===== config.mk =====
export PLATFORM = sky130hd
export DESIGN_NAME = bis_lane
export DESIGN_NICKNAME = d
export VERILOG_FILES = /design/src/rtl/bis_pkg.sv /design/src/rtl/bis_lane.sv
export SDC_FILE = /design/constraint.sdc
export NUM_CORES = 1
export LEC_CHECK = 0
export BUFFER_PORTS_ARGS = -buffer_cell sky130_fd_sc_hd__clkbuf_2
export CORE_MARGIN = 2
export CORE_UTILIZATION = 55
export CTS_BUF_LIST = sky130_fd_sc_hd__clkbuf_16
export DETAILED_ROUTE_END_ITERATION = 16
export PLACE_DENSITY = 0.83
export SETUP_SLACK_MARGIN = 0.1
export SYNTH_ARGS = -nofsm -noshare
export SYNTH_HDL_FRONTEND = slang
export SYNTH_SLANG_ARGS = --single-unit

===== constraint.sdc =====
create_clock -name clk -period 7.4 [get_ports clk]
set_input_delay 1.11 -clock clk [delete_from_list [all_inputs] [get_ports clk]]
set_output_delay 1.11 -clock clk [all_outputs]
set_load 0.02 [all_outputs]

===== src/rtl/bis_pkg.sv =====
// bis_pkg: shared constants, codes and payload types of the bilinear image scaler
// used by every module of the block but bis_ram; depends on nothing
package bis_pkg;

  localparam int MAX_SRC_WIDTH  = 256;
  localparam int MAX_SRC_HEIGHT = 256;
  localparam int COL_W          = $clog2(MAX_SRC_WIDTH);
  localparam int ROW_W          = $clog2(MAX_SRC_HEIGHT);
  localparam int BANK_DEPTH     = (MAX_SRC_WIDTH / 2) * (MAX_SRC_HEIGHT / 2);

  localparam int DST_W  = 13;
  localparam int ORG_W  = 24;
  localparam int INV_W  = 24;
  localparam int SIZE_W = 9;
  localparam int PIX_W  = 32;
  localparam int CH_W   = 8;
  localparam int NUM_CH = 4;
  localparam int IDX_W  = 3;

  localparam int REM_STAGES = 16;
  localparam int AX_LAT     = REM_STAGES + 3;
  localparam int LATENCY    = REM_STAGES + 8;

  localparam logic OP_LOAD    = 1'b0;
  localparam logic OP_REQUEST = 1'b1;

  typedef enum logic [IDX_W-1:0] {
    CFG_TILE_MODE   = 3'd0,
    CFG_ORIGIN_X    = 3'd1,
    CFG_ORIGIN_Y    = 3'd2,
    CFG_INV_SCALE_X = 3'd3,
    CFG_INV_SCALE_Y = 3'd4,
    CFG_BACKGROUND  = 3'd5,
    CFG_SRC_WIDTH   = 3'd6,
    CFG_SRC_HEIGHT  = 3'd7
  } cfg_idx_t;

  typedef struct packed {
    logic             operation;
    logic [7:0]       src_col;
    logic [7:0]       src_row;
    logic [PIX_W-1:0] pixel_in;
    logic [DST_W-1:0] dst_col;
    logic [DST_W-1:0] dst_row;
  } item_t;

  typedef struct packed {
    logic [PIX_W-1:0] pixel_out;
    logic             sampled;
  } result_t;

  typedef struct packed {
    logic             in_src;
    logic [COL_W-1:0] c0;
    logic [COL_W-1:0] c1;
    logic [CH_W-1:0]  wt;
  } axis_t;

  function automatic logic [SIZE_W-1:0] clamp_size(input logic [SIZE_W-1:0] v, input int max);
    logic [SIZE_W-1:0] r;
    if (v == '0) r = SIZE_W'(1);
    else if (v > SIZE_W'(max)) r = SIZE_W'(max);
    else r = v;
    return r;
  endfunction

endpackage


===== src/rtl/bis_lane.sv =====
// bis_lane: one channel of the bilinear blend, three register stages
// depends on bis_pkg
module bis_lane (
  input  logic                     clk,
  input  logic [bis_pkg::CH_W-1:0] a,
  input  logic [bis_pkg::CH_W-1:0] b,
  input  logic [bis_pkg::CH_W-1:0] c,
  input  logic [bis_pkg::CH_W-1:0] d,
  input  logic [bis_pkg::CH_W-1:0] fx,
  input  logic [bis_pkg::CH_W-1:0] fy,
  output logic [bis_pkg::CH_W-1:0] q
);

  logic [8:0]  ifx;
  logic [8:0]  ify;
  logic [16:0] top_n;
  logic [16:0] bot_n;
  logic [15:0] top_q;
  logic [15:0] bot_q;
  logic [7:0]  fy_q;
  logic [24:0] v_n;
  logic [23:0] v_q;
  logic [24:0] rnd;

  assign ifx   = 9'd256 - {1'b0, fx};
  assign ify   = 9'd256 - {1'b0, fy_q};
  assign top_n = {9'd0, a} * {8'd0, ifx} + {9'd0, b} * {9'd0, fx};
  assign bot_n = {9'd0, c} * {8'd0, ifx} + {9'd0, d} * {9'd0, fx};
  assign v_n   = {9'd0, top_q} * {16'd0, ify} + {9'd0, bot_q} * {17'd0, fy_q};
  assign rnd   = {1'b0, v_q} + 25'h8000;

  always_ff @(posedge clk) begin
    top_q <= top_n[15:0];
    bot_q <= bot_n[15:0];
    fy_q  <= fy;
    v_q   <= v_n[23:0];
    q     <= (rnd[24:16] > 9'd255) ? 8'hFF : rnd[23:16];
  end

endmodule


Yosys cells after proc, flatten, opt, wreduce, memory -nomap -nowiden:

Cells that the tools add are included.

* register bits after elaboration: 72
* input port bits: 49
* output and inout bits: 8
* logic and storage cells: 18

* add/sub/neg operators: 6
* multiply operators: 6
* $lt $le $gt $ge: 1

Operators by type and width (count)
* 16-bit adder: 2
* 8-bit by 8-bit multiplier with 16-bit output: 2
* 8-bit by 9-bit multiplier with 16-bit output: 2
* 24-bit by 16-bit adder with 25-bit output (second input constant): 1
* 24-bit adder: 1
* 16-bit by 8-bit multiplier with 24-bit output: 1
* 16-bit by 9-bit multiplier with 24-bit output: 1
* 9-bit by 8-bit subtractor with 9-bit output (first input constant): 2
* 9-bit by 8-bit greater-than comparator with 1-bit output (second input constant): 1

Logic depth before layout (Yosys ltp):

* word-level depth: 3
* mapped depth: 27
* depth with buffers taken out: 26

Worst setup path before layout:

OpenSTA, ideal clock, no wires.

* path type: input to register
* start point: input port fx[0] (netlist name)
* end point: register top_q[13]
* library setup time: 0.123 ns
* arrival: 7.307 ns
* required time: 7.277 ns
* path slack: -0.030 ns
* cell stages on the path: 24
* buffers on the path: 2
* cell sequence: clkbuf_1 inv_1 ha_1 or3b_4 nor3_1 xnor2_1 clkbuf_1 nand2_1 fa_1 inv_1 fa_1 fa_1 fa_1 inv_1 fa_1 fa_1 inv_1 ha_1 o21a_1 o21a_1 and3_1 a2111oi_4 o21bai_1 xor2_1

* cells in the longest elaborated chain, start to end: 3
* elaborated cells on any way between the ends: 4
* classes of those cells: add/sub: 2; mul: 2

Ends and longest elaborated chain
* start, declared: line bis_lane.sv:9 `input logic [bis_pkg::CH_W-1:0] fx,`
* 9-bit by 8-bit subtractor with 9-bit output: line bis_lane.sv:25 `assign ifx = 9'd256 - {1'b0, fx};`
* 8-bit by 9-bit multiplier with 16-bit output: line bis_lane.sv:27 `assign top_n = {9'd0, a} * {8'd0, ifx} + {9'd0, b} * {9'd0, fx};`
* 16-bit adder (*): line bis_lane.sv:27
* via top_n[13]: line bis_lane.sv:16 `logic [16:0] top_n;`
* end signal, assigned: line bis_lane.sv:33 `top_q <= top_n[15:0];`
* end, declared: line bis_lane.sv:18 `logic [15:0] top_q;`

Mark *: on every way through the listed nets, which the timed path passes. The rest lies on a longest branch.
A chain may end at the register's enable or synchronous reset.

Final worst setup path:

* start point: input port fx[0] (netlist name)
* end point: register top_q[15]

The elaborated chain is that of the path after synthesis.

==> impl_results.md <==
- Worst slew margin: 60.48%
- Core ar.: 33700 um^2
- Top area cells in the synthesized netlist: fa_1 (45%), ha_1 (13%), inv_1 (11%)
- Crit share post-route: 94.12%
- Drt total wl: 43600 um
- Arr. time, crit path: 7.18 ns
- Worst Path Required: 7.62 ns
- Most common cell in the netlist: inv_1
- IO Count: 57
- Cells along the critical path: clkbuf_2 > inv_1 > ha_1 > or3b_4 > nor3_2 > xnor2_2 > nand2_1 > fa_1 > inv_1 > fa_1 > fa_1 > fa_1 > inv_1 > fa_1 > fa_1 > inv_1 > ha_1 > o21a_1 > o21a_1 > and3_1 > a2111oi_4 > o31ai_1 > xnor2_1
- Die ar.: 35810 um^2
- DR iter-0 viols: 804
- Max-Cap Viols: 0
- Hold path depth: 1
- Largest net degree at the start of global routing: 33
- F_max: 143.6 MHz
- Crit Reg-Reg Startpoint: fy_q[0]
- Setup crit start: fx[0]
- Final Setup Violations: 0
- Fin Setup TNS: 0 ns
- Post-synth cell types: 55
- CP startpoint kind: input port
- Register bit count reported by yosys: 57
- Via count: 13760
- Critical path type: input port to register
- CP max stage delay: 0.55 ns
- Die X-Extent: 189.2 um
- Antenna diodes: 0
- Synth area leader: fa_1
- Worst R2R Path Depth: 25
- Wire per inst: 16.95 um
- Final critical-path required period: 6.965 ns
- Via density: 5.350
- Area delta synth->final: 6.112%
- Post-DRT Antenna Nets: 0
- Max-slew violation count: 0
- DRC: 0
- CTS Buf Count: 9
- Grt ovf: 0
- Layout cells sized above 1: 5.932%
- Cell mode on critical path: fa_1
- Hold Path Origin: v_q[21]
- HPWL after DPL: 37080 um
- Worst hold slack: 0.5205 ns
- R2R Path End: v_q[21]
- Setup crit end kind: register
- Vias in the first global route: 15720
- YS warnings: 0
- All-Layer GR Usage: 26.06%
- Initial antenna violation count: 0
- Initial Util: 56.00%
- Clock transition at path regs: 0.06 ns
- Nets: 2792
- CTS max path bufs: 2
- Worst-Margin Slew: 0.5886 ns
- # rows: 67
- Synth Flop Type: dfxtp_1
- Wire length of the first global-routing pass: 74290 um
- CTS tree: yes
- Clock root buffer: clkbuf_16
- Hold Vio Cnt, Final: 0
- Synth cell count leaders: inv_1 (560), fa_1 (422), and2_1 (286), nand2_1 (270), ha_1 (202)
- Critical Path Fanout Max: 6
- Register-to-register setup slack: 0.49 ns
- Later-pin clock latency in the skew report: 0.34 ns
- Clk sinks: 57
- Gate Count Post-Synth: 2084
- Post-synth top area share: 44.76%
- Die Span Y: 189.2 um
- H-Tree Depth: 3
- Syn Nets: 2757
- Post-synth EDFFs: 0
- Worst min path class: register to register
- Sequential element share of the synthesized area: 6.046%
- Unrepaired setup endpoints after global routing: false
- First drt pass iteration count: 6
- Post-CTS Setup Bufs: 0
- Status: finished clean
- CP max stage cell: fa_1
- Fill count: 2775
- Hold endpoint: q[6]
- FFs w/ async S/R, synth: 0%
- Synthesized area per cell: 9.056 um^2
- GP Congestion: 0.9104
- Buffers on Ports: 56
- Final Skew: 0.007122 ns
- Post-Syn Area: 18870 um^2
sequential cells by signal, indices dropped and copies added (netlist names):
| signal | flops |
|---|---|
| top_q | 16 |
| bot_q | 16 |
| q | 8 |
| v_q | 9 |
| fy_q | 8 |
metrics by stage:
stage          area, um^2  setup WS (ns)  instances  util (%)
3_5_place_dp        19750        0.01593       2556     58.60
4_1_cts             20020         0.3551       2572     59.40
6_report            20030         0.4348       2572     59.43
5_1_grt             20030         0.1134       2572     59.43
3_3_place_gp        19750         0.1961       2556     58.60
2_1_floorplan       18880         0.1009       2084         -
how the worst max path moves through the flow:
stage | cells past startpoint | end
after floorplan | 24 | top_q[13]
after global placement | 23 | top_q[13]
after detailed placement | 23 | top_q[15]
after CTS | 23 | top_q[13]
after global routing | 23 | top_q[15]
final | 23 | top_q[15]
cell families after synthesis:
| group | count (synthesis) | synth area share, % |
|---|---|---|
| AOI/OAI and AO/OA | 83 | 3.083 |
| adders and majority gates | 624 | 58.15 |
| DFF | 57 | 6.046 |
| xor gates and xnor gates | 66 | 3.103 |
| and+or+nand+nor | 623 | 17.01 |
| buffers and inverters | 631 | 12.60 |
layer usage:
layer	wire length, um	up-vias	track usage (%)
li1	-	6083	-
met1	16560	6992	31.33
met2	22210	568	47.58
met3	3198	118	3.614
met4	1626	0	9.511
met5	0	-	0
layout by cell type, fill, tap and decap left out, types with 6 or more instances in the layout:
master,instances
ha_1,202
buf_4,38
nand2_1,270
a21oi_1,20
clkbuf_2,56
o21ai_0,13
dfxtp_1,57
clkbuf_16,9
xor2_1,16
fa_1,422
inv_1,560
nor2b_1,9
xnor2_1,48
a21o_1,9
and2_1,286
nor3_1,6
and3_1,7
nor2_1,16
o21a_1,7
critical path, delay by kind of cell:
family	cells	cell delay, ns
AO/OA/AOI/OAI	4	0.87
AND/OR/NAND/NOR	4	0.97
adder cells (fa/ha/maj)	8	3.53
buffers and inverters	5	0.32
XOR/XNOR	2	0.36
final cells by class:
cell class	count	area, um^2	share of cell area (%)
Multi-Input combinational cell	1396	15370	76.73
Inverter	560	2102	10.50
Sequential cell	57	1141	5.698
Timing Repair Buffer	95	585.6	2.924
Tap cell	448	560.5	2.799
Clock buffer	9	225.2	1.125
Clock inverter	7	46.29	0.2312
timing repair:
action | in CTS | in global routing
setup endpoints to repair | 0 | 2
hold buffers | 0 | 0
gates resized for setup | 0 | 1
endpoints found under the hold margin | 0 | 0
Power is left out: the tool's default activity adds up to more than one toggle a clock period on the data nets, which glitch-free logic cannot reach.
